## src/sv/bsw_pkg.sv

```systemverilog
// Shared types and constants of the box window sum core.
// Depends on nothing; every other file imports it.
`default_nettype none

package bsw_pkg;

   localparam int SAMPLE_BITS     = 24;
   localparam int SUM_BITS        = 29;
   localparam int ROW_BITS        = 13;
   localparam int HEIGHT_LIMIT    = 4096;
   localparam int CSR_INDEX_BITS  = 2;
   localparam int CSR_DATA_BITS   = 13;
   localparam int CSR_WIDTH_BITS  = 10;
   localparam int CSR_WINDOW_BITS = 3;
   // holds the output lag and the result index within one word, for windows up to 9
   localparam int LAG_BITS        = 3;

   localparam logic [CSR_INDEX_BITS-1:0] CSR_IMAGE_WIDTH  = CSR_INDEX_BITS'(0);
   localparam logic [CSR_INDEX_BITS-1:0] CSR_IMAGE_HEIGHT = CSR_INDEX_BITS'(1);
   localparam logic [CSR_INDEX_BITS-1:0] CSR_WINDOW_SIZE  = CSR_INDEX_BITS'(2);

   typedef struct packed {
      logic signed [SAMPLE_BITS-1:0] sample;
      logic                          fill;
   } bsw_req_type;

   typedef struct packed {
      logic signed [SUM_BITS-1:0] window_sum;
      logic                       last_of_run;
      logic                       last_of_frame;
   } bsw_rsp_type;

   // what one column word asks of the result stage
   typedef struct packed {
      logic                emit;
      logic                frame_last;
      logic [LAG_BITS-1:0] t_first;
      logic [LAG_BITS-1:0] t_last;
   } bsw_col_ctl_type;

endpackage

`default_nettype wire

```

## src/sv/bsw_window_sum.sv

```systemverilog
// Window registers of column sums and the result sequencer with its output register.
// Gives one result word per cycle while rsp_ready is high; an end-of-row column can give several.
// Depends on bsw_pkg.
`default_nettype none

module bsw_window_sum
   import bsw_pkg::*;
#(
   parameter int MAX_WINDOW = 5,
   parameter int MAX_WIDTH  = 512
) (
   input  logic                                               clock,
   input  logic                                               reset,
   input  logic                                               col_valid,
   output logic                                               col_ready,
   input  logic signed [SAMPLE_BITS+$clog2(MAX_WINDOW)-1:0]   col_sum,
   input  logic [$clog2(MAX_WIDTH)-1:0]                       col_idx,
   input  bsw_col_ctl_type                                    col_ctl,
   input  logic [$clog2(MAX_WINDOW+1)-1:0]                    win,
   output logic                                               rsp_valid,
   input  logic                                               rsp_ready,
   output bsw_rsp_type                                        rsp_data
);

   localparam int COLSUM_BITS = SAMPLE_BITS + $clog2(MAX_WINDOW);
   localparam int ACC_NEED    = SAMPLE_BITS + $clog2(MAX_WINDOW * MAX_WINDOW);
   localparam int ACC_BITS    = (ACC_NEED > SUM_BITS) ? ACC_NEED : SUM_BITS;
   localparam int COL_BITS    = $clog2(MAX_WIDTH);

   logic signed [COLSUM_BITS-1:0] taps_ff [MAX_WINDOW];

   logic                  s2_valid_ff, s2_valid_in;
   logic [COL_BITS-1:0]   s2_col_ff;
   bsw_col_ctl_type       s2_ctl_ff;
   logic [LAG_BITS-1:0]   s2_t_ff, s2_t_in;

   logic                  rsp_valid_ff, rsp_valid_in;
   bsw_rsp_type           rsp_data_ff, rsp_data_in;

   logic                  out_free, s2_fire, s2_end, s2_done, take, emit;
   logic signed [ACC_BITS-1:0] acc;

   assign out_free  = !rsp_valid_ff || rsp_ready;
   assign s2_fire   = s2_valid_ff && (!s2_ctl_ff.emit || out_free);
   assign s2_end    = (s2_t_ff == s2_ctl_ff.t_last);
   assign s2_done   = s2_fire && (!s2_ctl_ff.emit || s2_end);
   assign col_ready = !s2_valid_ff || s2_done;
   assign take      = col_valid && col_ready;
   assign emit      = s2_fire && s2_ctl_ff.emit;

   // result t drops the t rightmost-but-out-of-image columns; taps left of column 0 are zero
   always_comb begin
      acc = '0;
      for (int k = 0; k < MAX_WINDOW; k++) begin
         if ((k + int'(s2_t_ff) < int'(win)) && (k <= int'(s2_col_ff))) begin
            acc = acc + ACC_BITS'(taps_ff[k]);
         end
      end
   end

   always_comb begin
      s2_valid_in = s2_valid_ff;
      s2_t_in     = s2_t_ff;
      if (take) begin
         s2_valid_in = 1'b1;
         s2_t_in     = col_ctl.t_first;
      end else if (s2_done) begin
         s2_valid_in = 1'b0;
      end else if (emit) begin
         s2_t_in = s2_t_ff + LAG_BITS'(1);
      end
   end

   always_comb begin
      rsp_valid_in              = emit || (rsp_valid_ff && !rsp_ready);
      rsp_data_in.window_sum    = acc[SUM_BITS-1:0];
      rsp_data_in.last_of_run   = s2_end;
      rsp_data_in.last_of_frame = s2_ctl_ff.frame_last && s2_end;
   end

   always_ff @(posedge clock) begin
      if (reset) begin
         s2_valid_ff  <= 1'b0;
         rsp_valid_ff <= 1'b0;
      end else begin
         s2_valid_ff  <= s2_valid_in;
         rsp_valid_ff <= rsp_valid_in;
      end
   end

   always_ff @(posedge clock) begin
      s2_t_ff <= s2_t_in;
      if (take) begin
         taps_ff[0] <= col_sum;
         for (int k = 1; k < MAX_WINDOW; k++) begin
            taps_ff[k] <= taps_ff[k-1];
         end
         s2_col_ff <= col_idx;
         s2_ctl_ff <= col_ctl;
      end
      if (emit) begin
         rsp_data_ff <= rsp_data_in;
      end
   end

   assign rsp_valid = rsp_valid_ff;
   assign rsp_data  = rsp_data_ff;

endmodule

`default_nettype wire

```

## config.mk

```make
export PLATFORM = sky130hd
export DESIGN_NAME = bsw_window_sum
export DESIGN_NICKNAME = d
export VERILOG_FILES = /design/src/sv/bsw_pkg.sv /design/src/sv/bsw_window_sum.sv
export SDC_FILE = /design/constraint.sdc
export NUM_CORES = 1
export LEC_CHECK = 0
export BUFFER_PORTS_ARGS = -buffer_cell sky130_fd_sc_hd__buf_2
export CAP_MARGIN = 0
export CORE_MARGIN = 10
export CORE_UTILIZATION = 56
export DETAILED_ROUTE_END_ITERATION = 7
export GPL_ROUTABILITY_DRIVEN = 0
export GPL_TIMING_DRIVEN = 1
export PLACE_DENSITY = 0.74
export SETUP_SLACK_MARGIN = 0.3
export SLEW_MARGIN = 10
export SYNTH_ARGS = -nofsm -noshare
export SYNTH_HDL_FRONTEND = slang
export SYNTH_SLANG_ARGS = --single-unit
```

## constraint.sdc

```tcl
create_clock -name clock -period 9.9 [get_ports clock]
set_input_delay 0.99 -clock clock [delete_from_list [all_inputs] [get_ports clock]]
set_output_delay 0.99 -clock clock [all_outputs]
set_load 0.01 [all_outputs]
```

==> results.py <==
metrics = {
    "timing": {
        "rsz0062_at_grt": "false",
        "final-setup-viol-count": 0,
        "finClkSkew_ns": 0.0143,
        "max-slew-margin-rel_pct": 22.6,
        "finalHoldViolCount": 0,
        "period_minus_slack_ns": 9.28,
        "worst_slew_pin_slew_ns": 1.16,
        "layout_setup_ws_ns": 0.616,
        "max_freq_ghz": 0.108,
        "maxSlewViolCount": 0,
        "fin_crit_sh_pct": 93.8,
        "setup_tns_ns": 0,
    },
    "floorplan": {
        "ios": 84,
        "core_area_um2": 24200,
        "die_area_um2": 31200,
        "fp.dieW_um": 177,
        "initial_utilization_pct": 56.7,
        "fp-row-count": 57,
        "die_y_um": 177,
    },
    "power_and_ir_drop": {
        "power.density_nw_per_um2": 354,
        "power_leakage_uw": 0.00655,
        "vdd_drop_max_v": 0.000141,
    },
    "run_status": {
        "status": "finished, final reports clean",
    },
    "global_route": {
        "groute.usage.overall_pct": 20.9,
        "antenna_found_initial": 0,
        "grt_overflow": 0,
        "grt_max_degree": 88,
        "grt_pass1_wl_um": 53400,
        "grt_pass1_vias": 10800,
    },
    "synth": {
        "syn_nets": 1570,
        "netlist_instances": 1384,
        "synth-seq-area-share_pct": 40.3,
        "synth_area_per_cell_um2": 9.93,
        "ys_types": 85,
        "synth_area_um2": 13700,
        "synth-async-reset-ratio_pct": 0,
        "synth-main-ff-cell": "edfxtp_1",
        "yosysWarnings": 0,
        "synth-edff-count": 183,
        "synth-seq-cells": 185,
    },
    "clocking": {
        "cts_buffers": 17,
        "clkTransAtPathRegs_ns": 0.08,
        "root_buffer": "clkbuf_16",
        "htree_levels": 4,
        "cts_tree": "built",
        "ctsLongestPathBuffers": 2,
        "clkLatencyLatePin_ns": 0.44,
        "ctsHoldBuffers": 0,
        "cts_num_sinks": 185,
    },
    "worst_setup_path": {
        "critPathMaxFanout": 8,
        "cp-end-kind": "flop",
        "critPathArrivalTime_ns": 9.48,
        "r2r-start": "s2_t_ff[1]$_DFFE_PP_",
        "crit_required_ns": 10.10,
        "worst_setup_path_start_kind": "input port",
        "critPathKind": "input port to flop",
        "reg2regPathDepth": 42,
        "crit_top_cell": "ha_1",
        "reg2reg_to": "rsp_data[28]$_DFFE_PP_",
        "cpMaxStageDelayCell": "o41ai_2",
        "cp_slowest_stage_delay_ns": 0.46,
        "worst-r2r-setup-slack_ns": 0.68,
    },
    "placed_design": {
        "port_buffers": 83,
        "placed_area_um2": 15000,
        "preCtsSetupSlack_ns": 0.0560,
        "hpwl_um": 24900,
    },
    "drt": {
        "viasPerCell": 6.03,
        "drc": 0,
        "drt_iter0_drc": 740,
        "vias": 11100,
        "dr.pass1.iters": 6,
        "wl_per_cell_um": 17.9,
        "ant_nets": 0,
        "wirelength_um": 32800,
    },
    "min_path": {
        "hold_start": "taps_ff[0][3]$_DFFE_PP_",
        "holdCritPathClass": "flop to flop",
        "min_to": "taps_ff[0][30]$_DFFE_PP_",
        "hold_depth": 0,
    },
    "final_layout": {
        "syn_to_final_growth_pct": 14.3,
        "antennaDiodeCount": 0,
        "design_area_um2": 15700,
        "fillers": 1963,
        "nNetsFinal": 1687,
        "drive_gt1_share_pct": 17.8,
        "final_cell_mix": "edfxtp_1 (183), nand2_1 (137), ha_1 (121), a21oi_1 (96), nor2_1 (87)",
        "mostFrequentLayoutCell": "edfxtp_1",
    },
    "flow_run": {
        "drv_cap": 0,
    },
}
[worst max path at each step]
stage	from	end	slack [ns]	cells past startpoint
2_1_floorplan	win[2]	rsp_data[30]$_DFFE_PP_	0.43	49
3_3_place_gp	win[2]	rsp_data[28]$_DFFE_PP_	0.26	45
3_5_place_dp	win[2]	rsp_data[28]$_DFFE_PP_	0.06	44
4_1_cts	win[2]	rsp_data[28]$_DFFE_PP_	0.47	42
5_1_grt	win[2]	rsp_data[28]$_DFFE_PP_	0.15	47
6_report	win[2]	rsp_data[28]$_DFFE_PP_	0.62	43
[cells in the mapped netlist (25+ instances only)]
| master | number | area (µm²) |
|---|---|---|
| nor2_1 | 87 | 327 |
| a31oi_1 | 26 | 163 |
| xor2_1 | 37 | 324 |
| ha_1 | 130 | 1630 |
| a21oi_1 | 102 | 510 |
| nand2_1 | 138 | 518 |
| inv_1 | 58 | 218 |
| and2_1 | 34 | 213 |
| xnor2_1 | 54 | 473 |
| edfxtp_1 | 183 | 5500 |
| clkbuf_1 | 32 | 120 |
| a21o_1 | 53 | 398 |
| o21ai_0 | 84 | 420 |
| mux2_2 | 25 | 282 |
[cell type report]
cell class	instances	area (µm²)	share of cell area, %
tap	324	405	2.58
inverter	58	226	1.44
timing repair buffer	142	861	5.48
multi-input combinational	1097	8090	51.5
sequential	185	5540	35.3
clock inverter	14	151	0.964
clock buffer	18	429	2.73
[layer usage]
metal / wire [µm] / vias up / GRT usage, %
li1: - / 5471 / -
met1: 15000 / 5144 / 28.4
met2: 14800 / 422 / 33.2
met3: 2390 / 52 / 3.80
met4: 695 / 0 / 6.34
met5: 0 / - / 0
[power breakdown]
part / internal [µW] / total (µW) / leakage (µW) / switching (µW)
combinational: 1710 / 3830 / 0.00450 / 2120
sequential: 999 / 1040 / 0.00177 / 42.0
clock: 358 / 681 / 0.000283 / 324
total: 3070 / 5550 / 0.00655 / 2480
[kinds of logic (layout without fill, tap and decap cells)]
logic type	after synthesis	count (layout)	synth area share, %
DFF	185	185	40.3
buffers and inverters	102	232	3.00
and+or+nand+nor	392	392	13.7
xor gates and xnor gates	92	92	5.96
muxes	32	32	2.56
AOI/OAI and AO/OA	442	442	21.6
adders and majority gates	139	139	12.9
[through the flow]
stage	cells	total power (µW)	hold WS, ns	util [%]
after global routing	1838	6040	0.445	64.8
final	1838	5550	0.441	64.8
after floorplan	1384	3830	0.417	-
after global placement	1801	4620	0.419	61.7
after CTS	1833	5420	0.442	64.1
after detailed placement	1801	4710	0.423	61.7
[state kept, by name, indices dropped and copies added (netlist names)]
| name | flops |
|---|---|
| rsp_data | 31 |
| taps_ff | 135 |
| s2_t_ff | 3 |
| rsp_valid | 1 |
| s2_ctl_ff | 5 |
| s2_valid_ff | 1 |
| s2_col_ff | 9 |
[critical path, delay by kind of cell]
kind	cells	cell delay, ns
buf+inv	5	0.66
mux	1	0.32
fa+ha+maj	6	2.06
simple gates	11	1.62
compound gates	16	3.20
xor+xnor	4	0.62
[what timing repair did]
| item | 4_1_cts | 5_1_grt |
|---|---|---|
| gates resized for setup | 0 | 30 |
| setup endpoints to repair | 0 | 7 |
| buffers inserted | 0 | 5 |
No activity file was read; power rests on OpenSTA's default activity.
